## src/hw/rtl/wrv_ram.sv

```systemverilog
// generic single port ram with registered read
module wrv_ram #(
  parameter int WIDTH = 8,
  parameter int DEPTH = 16
) (
  input  logic                     clk,
  input  logic                     we,
  input  logic [$clog2(DEPTH)-1:0] addr,
  input  logic [WIDTH-1:0]         wdata,
  output logic [WIDTH-1:0]         rdata
);

  logic [WIDTH-1:0] mem [DEPTH];

  always_ff @(posedge clk) begin
    if (we) begin
      mem[addr] <= wdata;
    end
    rdata <= mem[addr];
  end

endmodule

```

## config.mk

```make
export PLATFORM = sky130hd
export DESIGN_NAME = wrv_ram
export DESIGN_NICKNAME = d
export VERILOG_FILES = /design/src/hw/rtl/wrv_ram.sv
export SDC_FILE = /design/constraint.sdc
export NUM_CORES = 1
export LEC_CHECK = 0
export ABC_AREA = 1
export BUFFER_PORTS_ARGS = -buffer_cell sky130_fd_sc_hd__buf_2
export CAP_MARGIN = 5
export CORE_ASPECT_RATIO = 0.5
export CORE_MARGIN = 4
export CORE_UTILIZATION = 35
export CTS_BUF_LIST = sky130_fd_sc_hd__clkbuf_8
export CTS_CLUSTER_DIAMETER = 30
export DETAILED_ROUTE_END_ITERATION = 6
export SLEW_MARGIN = 5
export SYNTH_ARGS = -nofsm -noshare
export SYNTH_HDL_FRONTEND = slang
export SYNTH_SLANG_ARGS = --single-unit
```

## constraint.sdc

```tcl
create_clock -name clk -period 2.7 [get_ports clk]
set_clock_uncertainty 0.2 [all_clocks]
set_input_delay 0.54 -clock clk [delete_from_list [all_inputs] [get_ports clk]]
set_output_delay 0.54 -clock clk [all_outputs]
set_load 0.005 [all_outputs]
```

# Word-level counts from Yosys, hierarchy flattened
# Memory sizes are Yosys's and may differ from the RTL's. A register that Yosys moved wholly into a read port is not among the register bits.
# Cells that the tools add are included.
totals:
  out_inout_bits: 8
  ff_bits: 0
  wordCells: 3
  ramBits: 128
  mem_count: 1
  in_bits: 14
classes:
  muxes: 2
memory_table:
  columns: ["name", "words", "word_bits", "rd", "rd_clocked_by_memory_dff", "wr", "line", "text"]
  rows:
  - ["mem", 16, 8, 1, 1, 1, "13", "logic [WIDTH-1:0] mem [DEPTH];"]
op_table:
  columns: ["op", "n"]
  rows:
  - ["$mux W1", 2]

# Longest topological paths before layout
depth:
  ltp_word: 2
  depth_mapped: 11

# Least setup slack after synthesis
# No wires, ideal clock.
synth_path:
  path_type: "input port to flip-flop"
  start: "input port addr[1]"
  end: "memory mem[3][0] (enable)"
  setup_ns: 0.370
  setup_slack_ns: 0.583
  n_path_buf: 2
  arrival_time_ns: 1.547
  cell_stages: 4
  t_required_ns: 2.130
  path_cell_list: "buf_2 -> clkbuf_1 -> nand3_1 -> nor2_1"
synth_rtl:
  columns: ["element", "line", "text"]
  rows:
  - ["from (decl)", "8", "input logic [$clog2(DEPTH)-1:0] addr,"]
  - ["to (decl)", "13", null]
# Straight into the memory's write port.

# Worst setup path after layout
layout_path:
  start: "input port addr[1]"
  end: "memory mem[12][7] (enable)"
# Straight into the memory's write port.

==> impl_metrics.yaml <==
drt:
  drt_first_iter_violations: 210
  drc: 0
  avgRoutedWirePerCell_um: 15.61
  drt_wl_total_um: 12540
  num_vias: 3645
  vias_per_cell: 4.539
  first_pass_iters: 5
  ant_nets: 0
place:
  dp.cells: 772
  gp_congestion: 0.8636
  dpl.hpwl_um: 7907
  numPortBuffers: 21
logic_synthesis:
  synth_compound_area_share_pct: 0
  synth-seq-cells: 136
  syn_avg_cell_area_um2: 10.21
  syn_nets: 562
  synth.distinct_cells: 11
  synthCells: 548
  synth.yosys.warnings: 0
  synthMuxAreaShare_pct: 0
  syn-cell-area_um2: 5593
  synth_top_family_by_area: "simple AND/OR/NAND/NOR gates"
  synthAdderAreaFrac_pct: 0
  synth-simple-area-share_pct: 24.79
  seq_area_frac_synth_pct: 71.59
  synthXorXnorAreaFrac_pct: 0
clock_network:
  insertion_delay_ps: 420
  htree_levels: 4
  cts.root.buffer_cell: "clkbuf_8"
  clk_pin_slew_ps: 70
  numClockSinks: 136
  postCtsSetupBuffers: 0
  hold_buffers: 0
  cts_max_path_buffers: 2
  cts-resized-gates: 0
  cts_tree: "built"
  numCtsBuffers: 17
worst_setup_path:
  criticalPathCategory: "in -> reg"
  crit_fanout: 33
  crit_path_start_kind: "primary input"
  required_ps: 2630
  cp_data_arrival_time_ps: 1810
  end_kind: "flop"
global_routing:
  grt_use_met2_pct: 21.75
  antenna_found_initial: 0
  use_met1_pct: 20.02
  grt_pass1_vias: 3616
  grt_max_degree: 49
  use_met3_pct: 3.338
  grt.total_usage_pct: 14.12
  top_usage_layer: "met2"
  overflow: 0
  grt_first_pass_wirelength_um: 19660
floorplanning:
  die_area_um2: 18190
  initial_core_util_pct: 36.00
  core_area_um2: 15530
  rows: 32
  die_x_um: 186.8
  chipHeight_um: 97.39
  io_pins: 22
finish:
  drive_gt1_share_pct: 11.02
  n_antenna_cell: 0
  areaGrowthSynthToFinish_pct: 13.98
  nNetsFinal: 601
  finalNonFillerCells: 803
timing:
  hold_viol_final: 0
  clock.fmax_ghz: 0.5305
  slew_violations: 0
  rsz0062_at_grt: "false"
  worst_pin_slew_ps: 720.9
  finalSetupViolCount: 0
  finalWorstPathRequiredPeriod_ps: 1885
  slew_headroom_pct: 51.76
  finalCritPeriodShare_pct: 69.81
  finalSetupTns_ps: 0
job:
  maxCapViolCount: 0
power:
  p_sw_mw: 0.9466
  pwr-share-seq_pct: 55.6
  p_per_area_nw_per_um2: 669.2
  switching_share_pct: 22.19
  p_clk_share_pct: 37.7
  max-vdd-ir-drop_uv: 297.2
  p_int_mw: 3.320
  p_leak_nw: 2.728
  comb_power_share_pct: 6.8
outcome:
  status: "complete, no violations"
hold_path:
  hp-class: "in -> reg"
## area by class of cell
class                      count  area (um2)
tap                          204       255.2
clock inverter                14       141.4
fill                        1506        9160
clock buffer                  17       234.0
sequential                   136        4004
timing repair buffer          41       267.8
inverter                      23       86.33
multi-input combinational    368        1386
## through the flow
step | cell area [um2] | util [%] | setup slack, ps | hold WS [ps] | power, mW
3_5_place_dp | 6000 | 38.62 | 395.3 | 517.0 | 2.707
6_report | 6375 | 41.04 | 815.0 | 361.0 | 4.266
3_3_place_gp | 6000 | 38.62 | 395.9 | 506.1 | 2.704
5_1_grt | 6375 | 41.04 | 724.6 | 341.1 | 4.442
4_1_cts | 6375 | 41.04 | 839.8 | 347.0 | 4.296
2_1_floorplan | 5593 | - | 582.8 | 438.9 | 2.580
## layer usage
metal	vias to the layer above	wire [um]
met1	1730	6243
met3	10	527
li1	1827	-
met4	0	116
met5	-	0
met2	78	5649
## cell usage after synthesis
cell type | count | area [um2]
nand2_1 | 346 | 1299
edfxtp_1 | 128 | 3844
inv_1 | 21 | 78.83
nor2_1 | 18 | 67.56
buf_2 | 12 | 60.06
dfxtp_1 | 8 | 160.2
buf_4 | 6 | 45.04
nand3_1 | 4 | 20.02
clkbuf_1 | 3 | 11.26
clkinv_1 | 1 | 3.750
inv_2 | 1 | 3.750
## power groups by stage
stage               combinational (mW)  clock (mW)  sequential (mW)
floorplan                        0.163           0             2.42
global placement                 0.288           0             2.42
detailed placement               0.289           0             2.42
CTS                              0.290        1.63             2.37
global route                     0.328        1.74             2.37
finish                           0.289        1.61             2.37
## logic make-up (layout without fill, tap and decap cells)
kind of cell	after synthesis	count (layout)
DFF	136	136
buffers and inverters	44	95
and+or+nand+nor	368	368
## path summary, 6_finish.rpt
path / start / endpoint / slack (ps) / cells past startpoint
min: wdata[6] / mem[5][6]$_DFFE_PP_ / 360 / 1
max: addr[1] / mem[12][7]$_DFFE_PP_ / 820 / 6
max reg2reg: mem[0][1]$_DFFE_PP_ / rdata[1]$_DFF_P_ / 1500 / 8
min reg2reg: mem[13][1]$_DFFE_PP_ / rdata[1]$_DFF_P_ / 520 / 8
## state kept, by name, indices dropped and copies added (netlist names)
register / flops
rdata: 8
mem: 128
## placed cells by master, fill, tap and decap left out
cell type,netlist,layout
nand2_1,346,346
clkbuf_8,0,17
buf_2,12,21
nand3_1,4,4
edfxtp_1,128,128
clkinvlp_4,0,2
bufinv_16,0,3
nor2_1,18,18
clkinv_1,1,6
clkinv_2,0,2
buf_12,0,1
inv_1,21,23
buf_4,6,19
inv_2,1,1
dfxtp_1,8,8
## critical path, cell delays in order
cell and delay [ps]:
buf_2 200, clkinv_1 90, buf_4 310, nand3_1 300, nor2_1 180, buf_4 190
(Power assumes the default switching activity.)
