===== src/hw/rtl/wrv_pkg.sv =====
// package for the windowed realized variance block: types, constants, codes
package wrv_pkg;

  localparam int RING_DEPTH = 256;
  localparam int PRICE_BITS = 24;
  localparam int IDX_BITS   = $clog2(RING_DEPTH);
  localparam int CNT_BITS   = $clog2(RING_DEPTH + 1);
  localparam int TIME_BITS  = 48;
  localparam int SUM_BITS   = 56;
  localparam int VAR_BITS   = 63;
  localparam int SIG_BITS   = 32;
  localparam int ENTRY_BITS = 3 * TIME_BITS;

  localparam logic [31:0] SAMPLE_RESET = 32'd1000;
  localparam logic [47:0] WINDOW_RESET = 48'd60000000;
  localparam logic [19:0] SCALE        = 20'd1000000;

  localparam logic       CMD_OBSERVE = 1'b0;
  localparam logic       CMD_CLEAR   = 1'b1;
  localparam logic [0:0] REG_SAMPLE  = 1'b0;
  localparam logic [0:0] REG_WINDOW  = 1'b1;

  typedef struct packed {
    logic                  command;
    logic [TIME_BITS-1:0]  time_us;
    logic [PRICE_BITS-1:0] price;
  } wrv_in_t;

  typedef struct packed {
    logic                 sample_taken;
    logic                 oldest_dropped;
    logic [8:0]           entries_in_window;
    logic [VAR_BITS-1:0]  variance_per_sec;
    logic [SIG_BITS-1:0]  sigma;
  } wrv_out_t;

  // request and answer between the sequencer and the math unit
  typedef struct packed {
    logic                start;
    logic [SUM_BITS-1:0] num;
    logic [SUM_BITS-1:0] den;
  } wrv_math_req_t;

  typedef struct packed {
    logic                done;
    logic [VAR_BITS-1:0] quot;
    logic [SIG_BITS-1:0] root;
  } wrv_math_rsp_t;

endpackage


===== src/hw/rtl/wrv_math.sv =====
// shared iterative unit: scaled division then square root, one bit a cycle
module wrv_math import wrv_pkg::*; (
  input  logic          clk,
  input  logic          rst,
  input  wrv_math_req_t req,
  output wrv_math_rsp_t rsp
);

  typedef enum logic [4:0] {
    M_IDLE = 5'b00001,
    M_MUL  = 5'b00010,
    M_DIV  = 5'b00100,
    M_SQRT = 5'b01000,
    M_DONE = 5'b10000
  } mstate_t;

  mstate_t             state;
  logic [6:0]          step;
  logic [75:0]         dividend;
  logic [SUM_BITS:0]   rem;
  logic [SUM_BITS-1:0] den;
  logic [VAR_BITS-1:0] quot;
  logic                sat;
  logic [63:0]         sv;
  logic [63:0]         sres;
  logic [63:0]         sbit;

  logic [SUM_BITS:0]   rem_sh;
  logic                take;
  logic [63:0]         trial;

  // 76-bit dividend; bit positions 75..63 give saturation
  assign rem_sh = {rem[SUM_BITS-1:0], dividend[75]};
  assign take   = rem_sh >= {1'b0, den};
  assign trial  = sres + sbit;

  always_ff @(posedge clk) begin
    if (rst) begin
      state <= M_IDLE;
    end else begin
      unique case (state)
        M_IDLE: if (req.start) begin
          dividend <= {20'd0, req.num};
          den      <= req.den;
          state    <= (req.den == '0) ? M_DONE : M_MUL;
          quot     <= '0;
          sres     <= '0;
          sat      <= 1'b0;
        end
        M_MUL: begin
          dividend <= dividend[55:0] * SCALE;
          rem      <= '0;
          step     <= 7'd75;
          state    <= M_DIV;
        end
        M_DIV: begin
          dividend <= {dividend[74:0], 1'b0};
          rem      <= take ? rem_sh - {1'b0, den} : rem_sh;
          if (step == 7'd0) begin
            state <= M_SQRT;
            sbit  <= 64'd1 << 62;
            sres  <= '0;
            if (sat) begin
              quot <= {VAR_BITS{1'b1}};
              sv   <= {1'b0, {VAR_BITS{1'b1}}};
            end else begin
              quot <= {quot[VAR_BITS-2:0], take};
              sv   <= {1'b0, quot[VAR_BITS-2:0], take};
            end
          end else begin
            step <= step - 7'd1;
            if (take && step >= 7'd63) begin
              sat <= 1'b1;
            end
            if (step < 7'd63) begin
              quot <= {quot[VAR_BITS-2:0], take};
            end
          end
        end
        M_SQRT: begin
          if (sv >= trial) begin
            sv   <= sv - trial;
            sres <= (sres >> 1) + sbit;
          end else begin
            sres <= sres >> 1;
          end
          sbit <= sbit >> 2;
          if (sbit[0]) begin
            state <= M_DONE;
          end
        end
        M_DONE: state <= M_IDLE;
        default: state <= M_IDLE;
      endcase
    end
  end

  assign rsp.done = (state == M_DONE);
  assign rsp.quot = (den == '0) ? '0 : quot;
  assign rsp.root = (den == '0) ? '0 : sres[SIG_BITS-1:0];

endmodule


===== config.mk =====
export PLATFORM = sky130hd
export DESIGN_NAME = wrv_math
export DESIGN_NICKNAME = d
export VERILOG_FILES = /design/src/hw/rtl/wrv_pkg.sv /design/src/hw/rtl/wrv_math.sv
export SDC_FILE = /design/constraint.sdc
export NUM_CORES = 2
export LEC_CHECK = 0
export ABC_CLOCK_PERIOD_IN_PS = 15170
export BUFFER_PORTS_ARGS = -buffer_cell sky130_fd_sc_hd__buf_4
export CAP_MARGIN = 20
export CORE_ASPECT_RATIO = 0.8
export CORE_UTILIZATION = 35
export CTS_BUF_LIST = sky130_fd_sc_hd__clkbuf_4 sky130_fd_sc_hd__clkbuf_8 sky130_fd_sc_hd__clkbuf_16
export CTS_CLUSTER_SIZE = 28
export DETAILED_ROUTE_END_ITERATION = 12
export SLEW_MARGIN = 20
export SYNTH_ARGS = -nofsm -noshare
export SYNTH_HDL_FRONTEND = slang
export SYNTH_SLANG_ARGS = --single-unit

===== constraint.sdc =====
create_clock -name clk -period 15.17 [get_ports clk]
set_input_delay 3.034 -clock clk [delete_from_list [all_inputs] [get_ports clk]]
set_output_delay 3.034 -clock clk [all_outputs]
set_load 0.01 [all_outputs]

Word-level counts from Yosys, hierarchy flattened:

Cells that the tools add are included.

* reduce and logical (&&, ||, !) cells: 19
* magnitude comparators: 4
* equal/unequal tests: 12
* bitwise logic cells: 1
* muxes and demuxes: 32
* $add $sub $neg: 5
* multipliers: 1

Operators by type and width (number)
* two-way mux 64 bit: 6
* two-way mux 63 bit: 6
* one-hot mux 64 bit (2 select lines): 2
* one-hot mux 76 bit (3 select lines): 1
* one-hot mux 64 bit (3 select lines): 1
* one-hot mux 63 bit (2 select lines): 1
* zero test 56 bit: 2
* one-hot mux 56 bit (2 select lines): 1
* two-way mux 76 bit: 1
* multiplier 56 x 14 -> 70 bit (second input constant): 1
* adder 63 x 64 -> 64 bit: 1
* adder 64 bit: 1
* >= comparator 64 bit: 1
* subtractor 64 bit: 1
* >= comparator 57 x 56 -> 1 bit: 1
* two-way mux 56 bit: 1
* subtractor 56 bit: 1
* two-way mux 32 bit: 1
* two-way mux 5 bit: 4
* one-hot mux 5 bit (4 select lines): 1
* AND reduction 3 bit: 5
* one-hot mux 7 bit (2 select lines): 1
* != test 2 bit (second input constant): 6
* AND reduction 4 bit: 3
* 19 further kinds: 24

* output and inout port bits: 96
* register bits: 456
* word-level logic and storage cells: 84

Logic depth before layout (Yosys ltp):

* depth in word-level cells: 5
* mapped depth: 26
* mapped depth without buffers: 25

Least setup slack after synthesis:

Ideal clock, no wire load.

* path type: in2reg
* start: input rst
* end: register sres[0] (enable)
* setup time: 602 ps
* path buffers: 0
* setup slack: 6426 ps
* arrival time: 8143 ps
* cell stages on the path: 2
* cell sequence: o21bai_1 > a311oi_1

* word-level cells in the longest chain between the ends: 2

RTL lines
* start, declared: line wrv_math.sv:4 `input logic rst,`
* inverter 1 bit (no source line)
* AND reduction 4 bit (no source line)
* end signal, assigned: line wrv_math.sv:83 `sres <= (sres >> 1) + sbit;`
* end signal, assigned: line wrv_math.sv:85 `sres <= sres >> 1;`
* end, declared: line wrv_math.sv:25 `logic [63:0] sres;`

No other way between the ends.
A chain may end at the register's enable or synchronous reset.

Worst setup path after layout:

* start: register sres[10]
* end: register sres[51] (data pin)

* word-level cells in the longest chain between the ends: 4
* elaborated cells on any way between the ends: 5
* classes of those cells: add/sub: 2; order compare: 1; mux: 2

RTL lines
* adder 64 bit: line wrv_math.sv:35 `assign trial = sres + sbit;`
* >= comparator 64 bit: line wrv_math.sv:81 `if (sv >= trial) begin`
* two-way mux 64 bit (*): line wrv_math.sv:81
* one-hot mux 64 bit (3 select lines) (*): line wrv_math.sv:41 `unique case (state)`

Mark *: on every way between the ends. The rest lies on a longest branch, timed or not.

==> impl_metrics.json <==
{
  "antenna_found_initial": 6,
  "synthAdderAreaFrac_pct": 24.69,
  "drc": 0,
  "ys_seq_elements": 424,
  "period_share_pct": 49.13,
  "clk_latency_ns": 0.65,
  "grt_pass1_vias": 32910,
  "critical_path_required_ns": 15.54,
  "syn2layout_area_growth_pct": 11.38,
  "placed_area_um2": 44880,
  "worstHoldEndpoint": "dividend[72]$_DFFE_PP_",
  "fp.dieH_um": 311.1,
  "cp-start-kind": "register",
  "reg2reg_from": "sres[10]$_SDFFCE_PN0P_",
  "max-slew-margin-rel_pct": 24.34,
  "grt_use_total_pct": 21.19,
  "clkTransAtPathRegs_ns": 0.06,
  "grt_pass1_wl_um": 200000,
  "place_worst_setup_slack_ns": 7.888,
  "drt_iter0_markers": 3561,
  "tightest_slew_ns": 1.121,
  "ios": 211,
  "cts_buffers": 51,
  "hp-class": "register to register",
  "ant_nets": 0,
  "hold_violations": 0,
  "cts_tree": "built",
  "setup-violations-final": 0,
  "grt_overflow": 0,
  "setup_tns_ns": 0,
  "yosys.area_share.simple_pct": 14.92,
  "nets": 5429,
  "synth_mux_area_share_pct": 0.1436,
  "viasPerCell": 5.579,
  "crit_type": "register to register",
  "synth_ff_type": "edfxtp_1",
  "crit_path_max_fanout": 60,
  "fmax_mhz": 134.2,
  "io_buffers": 210,
  "maxCapViolations": 0,
  "h-tree-depth": 2,
  "postCtsSetupBuffers": 0,
  "grt_max_degree": 81,
  "drive_gt1_share_pct": 8.027,
  "regToRegEndpoint": "sres[51]$_SDFFCE_PN0P_",
  "die_x_um": 388.4,
  "crit_arrival_ns": 7.82,
  "final_max_slew_viol_count": 0,
  "hold_depth": 2,
  "finalCriticalPeriod_ns": 7.454,
  "synth_compound_area_share_pct": 17.85,
  "startpoint": "sres[10]$_SDFFCE_PN0P_",
  "hp-start": "dividend[71]$_DFFE_PP_",
  "yosys_warnings": 0,
  "coreArea_um2": 118600,
  "clock-root-buffer": "clkbuf_16",
  "clock_path_buffers": 3,
  "yosysSeqAreaShare_pct": 30.33,
  "stdcell_area_um2": 46570,
  "firstDrtPassIters": 6,
  "synth.distinct_cells": 84,
  "final_cell_mix": "458 x inv_1, 419 x edfxtp_1, 414 x ha_1, 394 x nor2_1, 372 x nand2_1",
  "dp_hpwl_um": 102400,
  "rsz0062_at_grt": "no",
  "async_flop_share_pct": 0,
  "final_common_cell": "inv_1",
  "vias": 34820,
  "dieArea_um2": 120900,
  "initial_core_util_pct": 35.25,
  "cts_hold_buf": 0,
  "synthXorXnorAreaFrac_pct": 6.138,
  "clock-sinks": 424,
  "wirelength_um": 130200,
  "status": "finished, final reports clean",
  "fillers": 11750,
  "rrSetupSlack_ns": 7.72,
  "finish.utilization_pct": 39.26,
  "cts_resized": 0,
  "syn-cell-area_um2": 41810,
  "syn-num-nets": 5335,
  "finalWeightedCongestion": 0.9571,
  "reg2reg_depth": 25,
  "avgSynthCellArea_um2": 9.191,
  "skew_ns": 0.02705,
  "wl_per_cell_um": 20.86,
  "setup_slack_ns": 7.716,
  "rows": 113,
  "synthCells": 4549,
  "synth_top_family_by_area": "adder cells",
  "synth-edff-count": 419,
  "cp-end-kind": "register"
}
[metrics by stage]
step,hold WS (ns),cells
after floorplan,0.4963,4549
after global placement,0.5030,6141
after detailed placement,0.5070,6142
after CTS,0.5159,6236
after global routing,0.5669,6239
final,0.5137,6240
[layout make-up]
| cell class | instances | area (µm²) | area share [%] |
|---|---|---|---|
| multi-input combinational | 3470 | 26760 | 57.46 |
| sequential | 424 | 12680 | 27.23 |
| tap | 1552 | 1942 | 4.170 |
| timing repair buffer | 235 | 1762 | 3.783 |
| inverter | 461 | 1732 | 3.719 |
| clock buffer | 61 | 1386 | 2.977 |
| clock inverter | 33 | 295.3 | 0.6341 |
| antenna | 4 | 10.01 | 0.02149 |
[worst max-delay path, stage by stage (launching register included)]
cell and delay, ns:
edfxtp_1 0.54, ha_1 0.41, a31oi_1 0.37, o21ai_0 0.14
o21bai_1 0.23, o221ai_1 0.33, nor2_1 0.15, a31oi_1 0.41
o21ba_2 0.29, o21ai_0 0.15, a21o_1 0.23, xnor2_1 0.15
ha_1 0.49, nand4_1 0.20, or3_1 0.40, nor4_1 0.36
nand3_1 0.22, o21ai_0 0.19, a211oi_1 0.09, o31ai_4 0.07
buf_4 0.30, buf_4 0.59, o21ai_1 0.27, o32ai_1 0.33
xnor2_1 0.16, nor2_1 0.05
[sequential cells by signal (all words and copies together) (netlist names)]
signal	cells
dividend	76
sres	64
sv	64
quot	63
den	56
rem	56
sbit	32
step	7
state	5
sat	1
[logic make-up after synthesis]
group,Yosys count
AO/OA/AOI/OAI,1182
adder cells (fa/ha/maj),671
buffers and inverters,655
flip-flops,424
XOR/XNOR,293
multiplexers,6
AND/OR/NAND/NOR,1318
[worst max-delay path by stage]
stage / end / slack [ns] / depth (start not counted)
2_1_floorplan: sres[0]$_SDFFCE_PN0P_ / 6.43 / 2
3_3_place_gp: dividend[65]$_DFFE_PP_ / 8.02 / 20
3_5_place_dp: sres[51]$_SDFFCE_PN0P_ / 7.89 / 25
4_1_cts: sres[51]$_SDFFCE_PN0P_ / 7.86 / 25
5_1_grt: sres[51]$_SDFFCE_PN0P_ / 7.20 / 25
6_report: sres[51]$_SDFFCE_PN0P_ / 7.72 / 25
[metal layers]
metal  global-route usage [%]  vias to the layer above  part of all wire (%)
li1                         -                    16300                     -
met1                    33.99                    17050                    50
met2                    28.49                     1324                    39
met3                    4.107                      147                   8.5
met4                    4.743                        4                   2.1
met5                        0                        -                 0.021
[synth_stat cells (70+ instances only)]
master    count  share of area, %
edfxtp_1    419                30
fa_1        257                12
clkbuf_1    175               1.6
a21o_1      127               2.3
a21oi_1     348               4.2
nand4_1      79               1.2
xnor2_1     144               3.0
nor2b_1     124               1.9
inv_1       459               4.1
xor2_1      149               3.1
a31oi_1      74               1.1
ha_1        414                12
nand2_1     372               3.3
nor2_1      397               3.6
nor3_1       70              0.84
o21ai_0     259               3.1
Power is not shown: default switching activity piles up to over one toggle a cycle in this logic, so the estimate is an artifact.
